## src/rtl/gaq_pkg.sv

```systemverilog
// Shared constants, codes and types of the group-aware queue.
// Used by the channel interfaces, the cell, the top level and the checker.
`timescale 1ns / 1ps

package gaq_pkg;

    // Queue geometry and payload widths.
    localparam int DEPTH      = 64;
    localparam int ID_BITS    = 16;
    localparam int GROUP_BITS = 8;

    // Command codes.
    localparam logic CMD_ENQ = 1'b0;
    localparam logic CMD_DEQ = 1'b1;

    // Status codes.
    localparam logic [1:0] ST_OK    = 2'd0;
    localparam logic [1:0] ST_EMPTY = 2'd1;
    localparam logic [1:0] ST_FULL  = 2'd2;

    // Contents of one queue cell.
    typedef struct packed {
        logic                  valid;
        logic [GROUP_BITS-1:0] group_tag;
        logic [ID_BITS-1:0]    member_id;
    } cell_t;

    // Control broadcast from the top level to every cell.
    typedef struct packed {
        logic                  enq;
        logic                  deq;
        logic                  any_match;
        logic [GROUP_BITS-1:0] group_tag;
        logic [ID_BITS-1:0]    member_id;
    } cell_ctrl_t;

endpackage

```

## src/rtl/gaq_req_if.sv

```systemverilog
// Request channel of the group-aware queue: valid, ready and the request fields.
// Depends on gaq_pkg.
`timescale 1ns / 1ps

interface gaq_req_if
    import gaq_pkg::*;
();
    logic                  valid;
    logic                  ready;
    logic                  cmd;
    logic [ID_BITS-1:0]    member_id;
    logic [GROUP_BITS-1:0] group_tag;

    modport source (output valid, output cmd, output member_id, output group_tag,
                    input ready);
    modport sink (input valid, input cmd, input member_id, input group_tag,
                  output ready);
endinterface

```

## src/rtl/gaq_rsp_if.sv

```systemverilog
// Response channel of the group-aware queue: valid, ready and the response fields.
// Depends on gaq_pkg.
`timescale 1ns / 1ps

interface gaq_rsp_if
    import gaq_pkg::*;
();
    logic               valid;
    logic               ready;
    logic [ID_BITS-1:0] dequeued_id;
    logic [1:0]         status;

    modport source (output valid, output dequeued_id, output status, input ready);
    modport sink (input valid, input dequeued_id, input status, output ready);
endinterface

```

## src/rtl/gaq_cell.sv

```systemverilog
// One slot of the queue chain: holds an entry and moves it toward its neighbors.
// Depends on gaq_pkg.
`timescale 1ns / 1ps

module gaq_cell
    import gaq_pkg::*;
(
    input  logic       clk,
    input  logic       rst_n,
    input  cell_ctrl_t ctrl,
    input  cell_t      prev_cell,
    input  logic       prev_match,
    input  cell_t      next_cell,
    input  logic       rear_match,
    output cell_t      entry,
    output logic       own_match
);

    cell_t cell_reg;
    cell_t cell_next;
    logic  hit;

    // This cell holds an entry of the incoming group; the flag is OR-ed toward
    // the head so each cell knows whether a same-group entry sits at or behind it.
    assign hit       = cell_reg.valid && (cell_reg.group_tag == ctrl.group_tag);
    assign own_match = hit || rear_match;
    assign entry     = cell_reg;

    // Next contents: shift toward the head on dequeue; on enqueue keep, load the
    // new entry at the insertion slot, or shift back behind it.
    always_comb
    begin
        cell_next = cell_reg;
        if (ctrl.deq)
        begin
            cell_next = next_cell;
        end
        else if (ctrl.enq)
        begin
            priority if (own_match)
            begin
                cell_next = cell_reg;
            end
            else if (prev_match)
            begin
                cell_next = '{valid: 1'b1, group_tag: ctrl.group_tag,
                              member_id: ctrl.member_id};
            end
            else if (ctrl.any_match)
            begin
                cell_next = prev_cell;
            end
            else if (!cell_reg.valid && prev_cell.valid)
            begin
                cell_next = '{valid: 1'b1, group_tag: ctrl.group_tag,
                              member_id: ctrl.member_id};
            end
            else
            begin
                cell_next = cell_reg;
            end
        end
    end

    // The whole slot clears on reset, so the cell starts empty.
    always_ff @(posedge clk or negedge rst_n)
    begin
        if (!rst_n)
        begin
            cell_reg <= '0;
        end
        else
        begin
            cell_reg <= cell_next;
        end
    end

endmodule

```

## src/rtl/group_aware_queue_top.sv

```systemverilog
// Top level of the group-aware queue: the cell chain and the response register.
// Depends on gaq_pkg, gaq_req_if, gaq_rsp_if and gaq_cell.
`timescale 1ns / 1ps

// The group-aware queue keeps up to DEPTH (id, group) entries in a chain of
// cells with the head in cell 0. An enqueue request lands directly behind the
// last queued entry of its group, or at the tail when its group is absent; a
// dequeue request removes the head and returns its id. For every request, all
// cells compare their group with the request in parallel and shift in the
// same clock edge, so a new request is accepted every cycle as long as
// the response register is free or being drained. A successful enqueue gives
// no response; a dequeue gives one response (status ok or empty) and an
// enqueue on a full queue gives one with status full. The id is zero whenever
// the status is not ok. No clearing pass is needed after reset.
module group_aware_queue_top
    import gaq_pkg::*;
(
    input  logic      clk,
    input  logic      rst_n,
    gaq_req_if.sink   req,
    gaq_rsp_if.source rsp
);

    cell_t      cells [DEPTH];
    logic       match [DEPTH];
    cell_ctrl_t ctrl;
    logic       fire;
    logic       full;
    logic       empty;

    logic               rsp_valid_reg;
    logic               rsp_valid_next;
    logic [ID_BITS-1:0] rsp_id_reg;
    logic [ID_BITS-1:0] rsp_id_next;
    logic [1:0]         rsp_status_reg;
    logic [1:0]         rsp_status_next;

    // Accept a request whenever the response register can take a result.
    assign req.ready = !rsp_valid_reg || rsp.ready;
    assign fire      = req.valid && req.ready;
    assign full      = cells[DEPTH-1].valid;
    assign empty     = !cells[0].valid;

    // Control broadcast to the chain.
    assign ctrl.enq       = fire && (req.cmd == CMD_ENQ) && !full;
    assign ctrl.deq       = fire && (req.cmd == CMD_DEQ) && !empty;
    assign ctrl.any_match = match[0];
    assign ctrl.group_tag = req.group_tag;
    assign ctrl.member_id = req.member_id;

    // The chain of cells, head first.
    for (genvar k = 0; k < DEPTH; k++)
    begin : g_cell
        cell_t prev_c;
        logic  prev_m;
        cell_t next_c;
        logic  next_m;

        if (k == 0)
        begin : g_head
            assign prev_c = '{valid: 1'b1, group_tag: '0, member_id: '0};
            assign prev_m = 1'b0;
        end
        else
        begin : g_body
            assign prev_c = cells[k-1];
            assign prev_m = match[k-1];
        end

        if (k == DEPTH - 1)
        begin : g_tail
            assign next_c = '{valid: 1'b0, group_tag: '0, member_id: '0};
            assign next_m = 1'b0;
        end
        else
        begin : g_inner
            assign next_c = cells[k+1];
            assign next_m = match[k+1];
        end

        gaq_cell u_cell (
            .clk        (clk),
            .rst_n      (rst_n),
            .ctrl       (ctrl),
            .prev_cell  (prev_c),
            .prev_match (prev_m),
            .next_cell  (next_c),
            .rear_match (next_m),
            .entry      (cells[k]),
            .own_match  (match[k])
        );
    end

    // Response register: load a result when the request produces one, else
    // drop the held result once it is taken.
    always_comb
    begin
        rsp_valid_next  = rsp_valid_reg;
        rsp_id_next     = rsp_id_reg;
        rsp_status_next = rsp_status_reg;
        if (rsp_valid_reg && rsp.ready)
        begin
            rsp_valid_next = 1'b0;
        end
        if (fire)
        begin
            if (req.cmd == CMD_DEQ)
            begin
                rsp_valid_next  = 1'b1;
                rsp_id_next     = empty ? '0 : cells[0].member_id;
                rsp_status_next = empty ? ST_EMPTY : ST_OK;
            end
            else if (full)
            begin
                rsp_valid_next  = 1'b1;
                rsp_id_next     = '0;
                rsp_status_next = ST_FULL;
            end
        end
    end

    always_ff @(posedge clk or negedge rst_n)
    begin
        if (!rst_n)
        begin
            rsp_valid_reg <= 1'b0;
        end
        else
        begin
            rsp_valid_reg <= rsp_valid_next;
        end
    end

    always_ff @(posedge clk)
    begin
        rsp_id_reg     <= rsp_id_next;
        rsp_status_reg <= rsp_status_next;
    end

    assign rsp.valid       = rsp_valid_reg;
    assign rsp.dequeued_id = rsp_id_reg;
    assign rsp.status      = rsp_status_reg;

endmodule

```

## src/flat_wrapper.sv

```systemverilog
// flat-port wrapper written by rule: the top's interface ports become plain ports
module group_aware_queue_top_flat import gaq_pkg::*;
  (clk, rst_n, req_valid, req_cmd, req_member_id, req_group_tag, req_ready, rsp_valid, rsp_dequeued_id, rsp_status, rsp_ready);
  gaq_req_if req_i ();
  gaq_rsp_if rsp_i ();
  input  logic clk;
  input  logic rst_n;
  input wire logic [$bits(req_i.valid)-1:0] req_valid;
  input wire logic [$bits(req_i.cmd)-1:0] req_cmd;
  input wire logic [$bits(req_i.member_id)-1:0] req_member_id;
  input wire logic [$bits(req_i.group_tag)-1:0] req_group_tag;
  output wire logic [$bits(req_i.ready)-1:0] req_ready;
  output wire logic [$bits(rsp_i.valid)-1:0] rsp_valid;
  output wire logic [$bits(rsp_i.dequeued_id)-1:0] rsp_dequeued_id;
  output wire logic [$bits(rsp_i.status)-1:0] rsp_status;
  input wire logic [$bits(rsp_i.ready)-1:0] rsp_ready;
  assign req_i.valid = req_valid;
  assign req_i.cmd = req_cmd;
  assign req_i.member_id = req_member_id;
  assign req_i.group_tag = req_group_tag;
  assign req_ready = req_i.ready;
  assign rsp_valid = rsp_i.valid;
  assign rsp_dequeued_id = rsp_i.dequeued_id;
  assign rsp_status = rsp_i.status;
  assign rsp_i.ready = rsp_ready;
  group_aware_queue_top u_core (.clk(clk), .rst_n(rst_n), .req(req_i), .rsp(rsp_i));
endmodule
```

## config.mk

```make
export PLATFORM = sky130hd
export DESIGN_NAME = group_aware_queue_top_flat
export DESIGN_NICKNAME = d
export VERILOG_FILES = /design/src/rtl/gaq_pkg.sv /design/src/rtl/gaq_req_if.sv /design/src/rtl/gaq_rsp_if.sv /design/src/rtl/gaq_cell.sv /design/src/rtl/group_aware_queue_top.sv /design/src/flat_wrapper.sv
export SDC_FILE = /design/constraint.sdc
export NUM_CORES = 2
export LEC_CHECK = 0
export CORE_MARGIN = 4
export CORE_UTILIZATION = 50
export CTS_CLUSTER_DIAMETER = 80
export CTS_CLUSTER_SIZE = 25
export DETAILED_ROUTE_END_ITERATION = 8
export DONT_BUFFER_PORTS = 1
export MAX_ROUTING_LAYER = met4
export PLACE_DENSITY = 0.72
export SLEW_MARGIN = 20
export SYNTH_ARGS = -nofsm -noshare
export SYNTH_HDL_FRONTEND = slang
export SYNTH_SLANG_ARGS = --single-unit
```

## constraint.sdc

```tcl
create_clock -name clk -period 6.2 [get_ports clk]
set_input_delay 0.93 -clock clk [delete_from_list [all_inputs] [get_ports clk]]
set_output_delay 0.93 -clock clk [all_outputs]
set_load 0.005 [all_outputs]
```

==> results_dict.tcl <==
set metrics [dict create \
    status "finished clean" \
    start_util_pct 50.43 \
    worst_pin_slew_ps 1188 \
    synth_seq_cells 1619 \
    clk_latency_ps 800 \
    dpl_worst_slack_ps 1045 \
    layout.nets 9680 \
    ys_warn_count 0 \
    root_buffer "clkbuf_16" \
    cp.arrival_ps 5410 \
    die_x_um 443.9 \
    num_io_pins 49 \
    grt_use_met2_pct 45.51 \
    syn_nets 10396 \
    core_area_sq_mm 0.1884 \
    drive_above_1_share_pct 8.531 \
    slew_headroom_pct 20.54 \
    avgSynthCellArea_sq_um 9.165 \
    h-tree-depth 3 \
    grt_max_degree 228 \
    grt_pass1_vias 79921 \
    setup_viol 0 \
    power_density_mw_per_mm2 566.6 \
    antenna_found_initial 6 \
    place_hpwl_um 196600 \
    rsz0062_at_grt "false" \
    fmax_mhz 210.2 \
    cap_viol_max_count 0 \
    wl_per_cell_um 24.96 \
    finalCriticalPeriod_ps 4758 \
    post-cts-setup-buffer-count 0 \
    synthToLayoutAreaGrowth_pct 5.036 \
    hp-class "primary input to asynchronous set/reset pin" \
    numPortBuffers 0 \
    hold_viol 0 \
    worstPathCellList "xnor2_1 -> nand4_1 -> nor3_1 -> nor3_1 -> nand3_2 -> nor2_4 -> buf_4 -> a31oi_1 -> buf_4 -> nand2_1 -> nor2_1 -> o31ai_1" \
    die_h_um 443.9 \
    cp_slowest_cell "nor2_1" \
    holdWs_ps 148.4 \
    grt_util_all_layers_pct 30.85 \
    synth.distinct_cells 97 \
    cts_buffer_depth 3 \
    r2r_cells 12 \
    post-route-period-util_pct 76.75 \
    grt_first_pass_wirelength_um 477500 \
    critical_path_required_ps 6850 \
    peakVddDrop_v 0.0004201 \
    rr_endpoint "u_core.g_cell[54].u_cell.entry[11]" \
    ff2ff_setup_slack_ps 1440 \
    postCtsHoldBufs 1 \
    synth_edf_count 18 \
    critPathMaxStageDelay_ps 650 \
    yosysSeqAreaShare_pct 42.73 \
    grt_use_met1_pct 41.69 \
    fin_ws_ps 1442 \
    layoutNonFillerInstCount 12232 \
    gp_congestion 0.9772 \
    path_clk_slew_ps 100 \
    cts_inserted_buffers 99 \
    via_per_inst 6.718 \
    p_leak_nw 42.33 \
    num_rows 159 \
    cts_resized 0 \
    finalClockSkew_ps 54.36 \
    critical_path_class "register to register" \
    placed_cells 12039 \
    grtUsageMet3_pct 6.246 \
    grt_busiest_layer "met2" \
    cts_tree "done" \
    fp.dieArea_sq_mm 0.1971 \
    cp-end-kind "register" \
    synth_flop_cell "dfrtp_1" \
    final.setup.tns_ps 0 \
    final_antenna_net_count 0 \
    drc 0 \
    final_max_slew_viol_count 0 \
    firstDrtPassIters 8 \
    ys_async_sr_fraction_pct 98.89 \
    fillers 16678 \
    cp_max_fo 22 \
    finalWirelength_um 305300 \
    grt.overflow.total 0 \
    reg2reg_from "u_core.g_cell[29].u_cell.entry[20]" \
    cts.sinks 1619 \
    syn_inst 10367 \
    crit_path_start_kind "register" \
    drt-initial-drc-count 10138 \
    vias 82174 \
    netlist_area_sq_mm 0.09502 \
]
[placed cells by master (no fill, tap or decap), types with 24 or more instances in the layout]
cell type  Yosys  routed
o31ai_1      332     332
nand3_1      140     135
a21o_1       150     150
nor2_1       926     915
o22ai_1      340     337
a311oi_1      35      34
o211ai_1      76      76
a31o_2        45      44
o221ai_1     102      93
nand4_1       78      78
dfrtp_1     1601    1601
buf_4         68     197
and2_1        39      41
a21oi_1      423     418
or2_2         29      29
xnor2_1      372     372
nor4_1        39      37
a211o_1       35      35
mux2_2       216     216
mux2i_1      833     833
and3_1       103     102
clkbuf_16      0     100
a221oi_1      57      56
a221o_1       50      50
nor3_1       270     262
nand2_1     1011    1010
a21boi_0      25      24
o21ai_0      739     735
nor3b_1       26      26
a211oi_1     313     312
xor2_1       140     140
o311ai_0      24      24
a22oi_1      301     301
inv_1        167     167
o2bb2ai_1     30      30
[synthesized netlist by cell type, drive strengths merged, types with 76 or more instances]
cell | instances | share of area (%)
dfrtp | 1601 | 42
nand2 | 1011 | 4.0
nor2 | 931 | 3.7
mux2i | 833 | 8.8
clkbuf | 762 | 3.0
o21ai | 750 | 4.0
a21oi | 425 | 2.2
xnor2 | 372 | 3.4
o22ai | 341 | 2.3
o31ai | 335 | 2.7
a211oi | 319 | 2.6
a22oi | 301 | 2.4
buf | 287 | 2.0
nor3 | 281 | 1.6
mux2 | 225 | 2.7
inv | 167 | 0.66
a21o | 150 | 1.2
nand3 | 146 | 0.80
xor2 | 140 | 1.3
o221ai | 106 | 1.0
and3 | 103 | 0.68
nand4 | 78 | 0.51
o211ai | 76 | 0.60
[where the power goes]
part	leakage (nW)	switching (mW)	total (mW)	internal, mW
clock	1.68	4.35	7.74	3.39
sequential	19.4	6.09	21.9	15.8
combinational	21.2	15.7	26.9	11.2
total	42.3	26.2	56.6	30.4
[state kept, by name, summed over array words and instances, names as in the netlist]
register                    cells
u_core.rsp.status               2
u_core.rsp.valid                1
u_core.g_cell.u_cell.entry   1600
u_core.rsp.dequeued_id         16
[critical path: cells and delay by family (launching register included)]
family | cells | cell delay, ps
buffers and inverters | 2 | 590
AO/OA/AOI/OAI | 2 | 760
AND/OR/NAND/NOR | 7 | 2550
XOR/XNOR | 1 | 230
flip-flops | 1 | 460
[routing by layer]
layer / vias up / routed length (um)
met5: - / 0
met4: 0 / 13350
met3: 675 / 26710
met2: 3736 / 137400
met1: 41452 / 127900
li1: 36311 / -
[metrics by stage]
stage               area [sq um]  util [%]  power [mW]
floorplan                  95020         -       40.26
global placement           95920     50.91       47.14
detailed placement         96120     51.02       48.17
CTS                        99630     52.88       55.93
global route               99790     52.97       60.11
finish                     99800     52.97       56.55
[logic make-up (layout without fill, tap and decap cells)]
family | after synthesis | in the layout | synth area share (%)
xor+xnor | 512 | 512 | 4.720
other cells | 0 | 8 | 0
flops | 1619 | 1619 | 42.73
simple gates | 2780 | 2780 | 12.96
compound gates | 3182 | 3182 | 22.50
buf+inv | 1216 | 578 | 5.648
mux | 1058 | 1058 | 11.44
[layout make-up]
type	instances	area, sq um	share of cell area [%]
tap	2495	3122	3.128
multi-input combinational	7532	49620	49.72
timing repair buffer	232	2303	2.308
antenna	8	20.02	0.02006
clock buffer	106	2545	2.550
inverter	167	626.9	0.6281
clock inverter	73	957.2	0.9591
sequential	1619	40600	40.68
[worst max path at each step]
stage,depth (start not counted),slack (ps),to,startpoint
3_3_place_gp,12,1180,u_core.g_cell[2].u_cell.entry[1],req_group_tag[6]
6_report,12,1440,u_core.g_cell[54].u_cell.entry[11],u_core.g_cell[29].u_cell.entry[20]
3_5_place_dp,12,1050,u_core.g_cell[43].u_cell.entry[3],req_group_tag[6]
2_1_floorplan,18,2030,u_core.g_cell[7].u_cell.entry[0],req_group_tag[3]
4_1_cts,11,1610,u_core.g_cell[43].u_cell.entry[6],u_core.g_cell[29].u_cell.entry[20]
5_1_grt,11,1350,u_core.g_cell[10].u_cell.entry[24],u_core.g_cell[60].u_cell.entry[20]
Power figures use the tool's default switching activity.
